File: src/rtl/ptmhq_pkg.sv
// ----------------------------------------------------------------------------
// ptmhq_pkg
// Shared types, codes and helpers for the priority/ttl min-heap queue.
// ----------------------------------------------------------------------------
`default_nettype none

package ptmhq_pkg;

    // default number of heap slots
    localparam int QUEUE_DEPTH = 64;

    // field widths
    localparam int PRIO_W = 3;
    localparam int TTL_W  = 16;
    localparam int ID_W   = 32;
    localparam int OCC_W  = 7;
    localparam int KEY_W  = 18;

    // key = prio * scale + ttl
    localparam logic [KEY_W-1:0] PRIO_SCALE = KEY_W'(10000);

    // input command codes
    localparam logic CMD_PUSH = 1'b0;
    localparam logic CMD_POP  = 1'b1;

    // result status codes
    typedef enum logic [1:0] {
        ST_PUSHED = 2'd0,
        ST_FULL   = 2'd1,
        ST_POPPED = 2'd2,
        ST_EMPTY  = 2'd3
    } status_t;

    // one stored heap entry
    typedef struct packed {
        logic [PRIO_W-1:0] prio;
        logic [TTL_W-1:0]  ttl;
        logic [ID_W-1:0]   id;
    } entry_t;

    // controller to datapath commands
    typedef struct packed {
        logic    load_push;  // take input word, open hole at the tail
        logic    pop_rd;     // read root and last entry
        logic    load_pop;   // latch root, hold last entry, open hole at root
        logic    su_rd;      // read parent of hole
        logic    su_step;    // move parent down into hole
        logic    sd_rd;      // read both children of hole
        logic    sd_step;    // move smaller child up into hole
        logic    place;      // write held entry into hole
        logic    finish;     // load result registers
        status_t code;       // status of the finished word
    } ctl_cmd_t;

    // datapath to controller status
    typedef struct packed {
        logic full;
        logic empty;
        logic at_root;
        logic parent_le;
        logic child_less;
    } dp_stat_t;

    // ordering key of an entry
    function automatic logic [KEY_W-1:0] key_of(input entry_t e);
        return KEY_W'(e.prio) * PRIO_SCALE + KEY_W'(e.ttl);
    endfunction

endpackage

`default_nettype wire

File: src/rtl/ptmhq_ctrl.sv
// ----------------------------------------------------------------------------
// ptmhq_ctrl
// Sequencer for push (sift up) and pop (sift down) over the heap memory.
// ----------------------------------------------------------------------------
`default_nettype none

module ptmhq_ctrl (
    input  wire                        clk,
    input  wire                        rst_n,
    input  wire                        start,
    input  wire                        cmd,
    input  wire ptmhq_pkg::dp_stat_t   stat,
    output ptmhq_pkg::ctl_cmd_t        ctl,
    output logic                       busy,
    output logic                       done
);

    typedef enum logic [2:0] {
        S_IDLE,
        S_POP_LD,
        S_SU_RD,
        S_SU_CMP,
        S_SD_RD,
        S_SD_CMP
    } state_t;

    state_t state_reg, state_next;
    logic   busy_reg, busy_next;
    logic   done_reg, done_next;

    // next state and commands
    always_comb
    begin
        ctl        = '0;
        ctl.code   = ptmhq_pkg::ST_PUSHED;
        state_next = state_reg;
        unique case (state_reg)
            S_IDLE:
            begin
                if (start)
                begin
                    if (cmd == ptmhq_pkg::CMD_PUSH)
                    begin
                        if (stat.full)
                        begin
                            ctl.finish = 1'b1;
                            ctl.code   = ptmhq_pkg::ST_FULL;
                        end
                        else
                        begin
                            ctl.load_push = 1'b1;
                            state_next    = S_SU_RD;
                        end
                    end
                    else
                    begin
                        if (stat.empty)
                        begin
                            ctl.finish = 1'b1;
                            ctl.code   = ptmhq_pkg::ST_EMPTY;
                        end
                        else
                        begin
                            ctl.pop_rd = 1'b1;
                            state_next = S_POP_LD;
                        end
                    end
                end
            end
            S_POP_LD:
            begin
                ctl.load_pop = 1'b1;
                state_next   = S_SD_RD;
            end
            S_SU_RD:
            begin
                if (stat.at_root)
                begin
                    ctl.place  = 1'b1;
                    ctl.finish = 1'b1;
                    ctl.code   = ptmhq_pkg::ST_PUSHED;
                    state_next = S_IDLE;
                end
                else
                begin
                    ctl.su_rd  = 1'b1;
                    state_next = S_SU_CMP;
                end
            end
            S_SU_CMP:
            begin
                if (stat.parent_le)
                begin
                    ctl.place  = 1'b1;
                    ctl.finish = 1'b1;
                    ctl.code   = ptmhq_pkg::ST_PUSHED;
                    state_next = S_IDLE;
                end
                else
                begin
                    ctl.su_step = 1'b1;
                    state_next  = S_SU_RD;
                end
            end
            S_SD_RD:
            begin
                ctl.sd_rd  = 1'b1;
                state_next = S_SD_CMP;
            end
            S_SD_CMP:
            begin
                if (stat.child_less)
                begin
                    ctl.sd_step = 1'b1;
                    state_next  = S_SD_RD;
                end
                else
                begin
                    ctl.place  = 1'b1;
                    ctl.finish = 1'b1;
                    ctl.code   = ptmhq_pkg::ST_POPPED;
                    state_next = S_IDLE;
                end
            end
            default:
            begin
                state_next = S_IDLE;
            end
        endcase
        busy_next = (state_next != S_IDLE);
        done_next = ctl.finish;
    end

    // state and registered outputs
    always_ff @(posedge clk or negedge rst_n)
    begin
        if (!rst_n)
        begin
            state_reg <= S_IDLE;
            busy_reg  <= 1'b0;
            done_reg  <= 1'b0;
        end
        else
        begin
            state_reg <= state_next;
            busy_reg  <= busy_next;
            done_reg  <= done_next;
        end
    end

    assign busy = busy_reg;
    assign done = done_reg;

    // a result is only shown once the sequencer is back at rest
    a_done_idle: assert property (@(posedge clk) disable iff (!rst_n)
        done_reg |-> !busy_reg)
        else $error("result strobe while busy");

    // a finished word always produces exactly one strobe
    a_finish_strobe: assert property (@(posedge clk) disable iff (!rst_n)
        ctl.finish |=> done_reg)
        else $error("finish without result strobe");

endmodule

`default_nettype wire

File: config.mk
export PLATFORM = sky130hd
export DESIGN_NAME = ptmhq_ctrl
export DESIGN_NICKNAME = d
export VERILOG_FILES = /design/src/rtl/ptmhq_pkg.sv /design/src/rtl/ptmhq_ctrl.sv
export SDC_FILE = /design/constraint.sdc
export NUM_CORES = 1
export LEC_CHECK = 0
export BUFFER_PORTS_ARGS = -buffer_cell sky130_fd_sc_hd__buf_4
export CORE_AREA = 4 4 41 43
export CTS_CLUSTER_SIZE = 10
export DETAILED_ROUTE_END_ITERATION = 7
export DIE_AREA = 0 0 45 47
export PLACE_DENSITY = 0.62
export SLEW_MARGIN = 10
export SYNTH_ARGS = -nofsm -noshare
export SYNTH_HDL_FRONTEND = slang
export SYNTH_SLANG_ARGS = --single-unit
File: constraint.sdc
create_clock -name clk -period 1.4 [get_ports clk]
set_input_delay 0.14 -clock clk [delete_from_list [all_inputs] [get_ports clk]]
set_output_delay 0.14 -clock clk [all_outputs]
set_load 0.02 [all_outputs]
==> metrics.cfg <==
[cts]
cts_made_buffers = 3
clock-sinks = 5
cts_max_level = 1
cts_root_buf = clkbuf_4
insertion_delay_ns = 0.24
clk_pin_slew_ns = 0.04
clk_path_buf_depth = 2
cts_tree = yes

[global_route]
grt_max_degree = 13
grt_pass1_wl_um = 1850
grt_pass1_vias = 440
track_usage_pct = 12.6
grt-ovfl-total = 0
antenna_found_initial = 0

[timing]
skew_ns = 0.000682
grt_setup_unrepaired = yes
setup-violations-final = 11
tns_ns = -2.04
post-route-period-util_pct = 126
tightest_slew_ns = 0.293
fin_ws_ns = -0.365
finalHoldViolations = 0
min_period_ns = 1.77
fmax_ghz = 0.566
timing.final.max_slew_violations = 0
slew_headroom_pct = 80.3

[pwr]
p_leak_nw = 0.392
swShare_pct = 40.6
p_int_w = 0.000765
p_seq_share_pct = 17.5
power_density_nw_per_um2 = 1600
vdd_drop_max_mv = 0.853
clockPowerShare_pct = 12.9
p_switching_w = 0.000523
comb_power_share_pct = 69.6

[synthesis]
synth_nets = 47
synth_sequential_area_ratio_pct = 33.6
ys_top_cells_by_area = dfrtp_1 (34%), buf_6 (9.1%), nor3_1 (4.0%), nor2_1 (4.0%), nor3b_1 (4.0%)
yosys_warnings = 0
ys_seq_elements = 5
syn_avg_cell_area_sq_um = 9.81
synth_top_area_share_pct = 33.6
async_flop_share_pct = 100
synthesis.area_sq_um = 373
synthCells = 38
yosysTopAreaCell = dfrtp_1
ys_types = 24
synth_edf_count = 0
synth_common_cells = dfrtp_1 (5), nor2_1 (4), buf_6 (3), nor3_1 (3)
synth.most_common_cell = dfrtp_1
synth-main-ff-cell = dfrtp_1

[outcome]
failed_checks = setup timing
status = finished, violations left

[min_path]
min_from = stat[4]
hold_path_class = in -> reg

[worst_setup_path]
cp_data_arrival_time_ns = 1.63
cp_top_family = simple AND/OR/NAND/NOR gates
worstPathMaxFanout = 3
cp_num_buf_inv = 1
start_kind = register
slowest_delay_ns = 0.58
criticalPathCategory = reg -> out
worst_setup_path_end_kind = output pin
slowest_stage = or4b_4
path_cells = or4b_4, nor2_4, a221o_1, buf_6
reg2reg_from = state_reg[1]
crit_start = state_reg[1]
required_ns = 1.26

[finish]
fill_cells = 119
largest_reg_flops = 3
diodes = 0
fin_util_pct = 61.9
areaGrowthSynthToFinish_pct = 116
final-seq-area_sq_um = 125
nets = 87
multi_input_area_sq_um = 290
drive_above_1_share_pct = 68.8

[detailed_routing]
drtPass1Iterations = 4
wl_per_cell_um = 13.1
finalWirelength_um = 1210
drc = 0
antenna_left = 0
vias = 464
routed_via_density = 5.04
drt_iter0_markers = 4

[die]
start_util_pct = 28.7
dieArea_sq_um = 2120
core_sq_um = 1300
boundaryPins = 22
num_rows = 13
die_w_um = 45
die_h_um = 47

[placement]
hpwl_um = 904
gp_congestion = 0.766
numPortBuffers = 21

[flow_run]
max_cap_viol_count = 0

==> placed cells by master (no fill, tap or decap) <==
| master | count |
|---|---|
| dlygate4sd3_1 | 1 |
| nand3b_1 | 1 |
| buf_4 | 25 |
| clkbuf_4 | 3 |
| nor2_1 | 2 |
| nor3_4 | 2 |
| buf_12 | 1 |
| nor4bb_4 | 1 |
| a21oi_2 | 1 |
| a221o_1 | 1 |
| mux2i_1 | 1 |
| dfrtp_1 | 5 |
| and2_1 | 1 |
| nor3_1 | 1 |
| nor2_4 | 1 |
| o311a_1 | 1 |
| and3b_2 | 1 |
| nor3_2 | 1 |
| o21ai_2 | 1 |
| a22o_1 | 1 |
| nor3b_2 | 2 |
| and4b_1 | 1 |
| or4b_4 | 1 |
| clkbuf_1 | 1 |
| nor4b_4 | 1 |
| nand2_1 | 1 |
| buf_6 | 11 |
| nor2_2 | 1 |
| or4b_1 | 1 |
| o21ai_1 | 1 |
| and3b_1 | 1 |
| inv_1 | 1 |
| nand2b_1 | 2 |
==> kinds of logic (layout without fill, tap and decap cells) <==
family | after synthesis | after routing | synth area share [%]
AO/OA/AOI/OAI | 6 | 6 | 11.7
multiplexers | 1 | 1 | 2.68
buffers and inverters | 4 | 43 | 10.1
AND/OR/NAND/NOR | 22 | 22 | 41.9
flip-flops | 5 | 5 | 33.6
==> power by group through the flow <==
stage	clock network [W]	logic, W	registers (W)
2_1_floorplan	0	0.000398	0.000254
3_3_place_gp	0	0.000702	0.000226
3_5_place_dp	0	0.000713	0.000229
4_1_cts	0.000175	0.000818	0.000226
5_1_grt	0.000191	0.000946	0.000228
6_report	0.000166	0.000897	0.000225
==> worst paths after layout <==
kind                                 to  slack [ns]  depth (start not counted)
max                              ctl[2]       -0.37                          4
min                        state_reg[1]        0.21                          3
max reg2reg                        busy       -0.20                          6
min reg2reg                state_reg[2]        0.72                          3
max in group asynchronous          done        1.06                          2
min in group asynchronous  state_reg[1]        0.24                          2
==> cell type report <==
type                            count  share of cell area [%]
Clock buffer                        4                    3.26
Tap cell                           15                    2.33
Timing Repair Buffer               38                    42.4
Multi-Input combinational cell     29                    36.0
Sequential cell                     5                    15.5
Inverter                            1                   0.466
==> per-layer routing <==
| metal | global-route usage [%] | vias up | part of all wire [%] |
|---|---|---|---|
| li1 | - | 220 | - |
| met1 | 12.0 | 222 | 35 |
| met3 | 7.28 | 2 | 8.4 |
| met2 | 22.3 | 20 | 55 |
| met4 | 5.26 | 0 | 1.3 |
| met5 | 0 | - | 0 |
==> worst register-to-register path, cell delays in order, from the launching register on <==
cell	delay, ns
dfrtp_1	0.39
buf_6	0.13
buf_6	0.12
nor4bb_4	0.15
buf_4	0.13
nor2_2	0.12
or4b_1	0.44
==> through the flow <==
| stage | setup WS, ns | std cells | total power [W] | hold slack (ns) | cell area [sq um] |
|---|---|---|---|---|---|
| floorplan | -0.205 | 38 | 0.000652 | -0.156 | 404 |
| global placement | -0.150 | 81 | 0.000928 | -0.0575 | 634 |
| detailed placement | -0.145 | 81 | 0.000941 | -0.0575 | 634 |
| CTS | -0.382 | 89 | 0.00122 | 0.201 | 758 |
| global route | -0.433 | 92 | 0.00137 | 0.217 | 806 |
| finish | -0.365 | 92 | 0.00129 | 0.207 | 806 |
==> repair_timing <==
action,in CTS,in global routing
hold endpoints to repair,5,0
cloned,0,0
gates resized for setup,14,6
setup endpoints to repair,9,14
hold buffers,1,0
buffers inserted,3,4
pin swaps,10,4
Note: power is estimated with default switching activity, not from simulation.
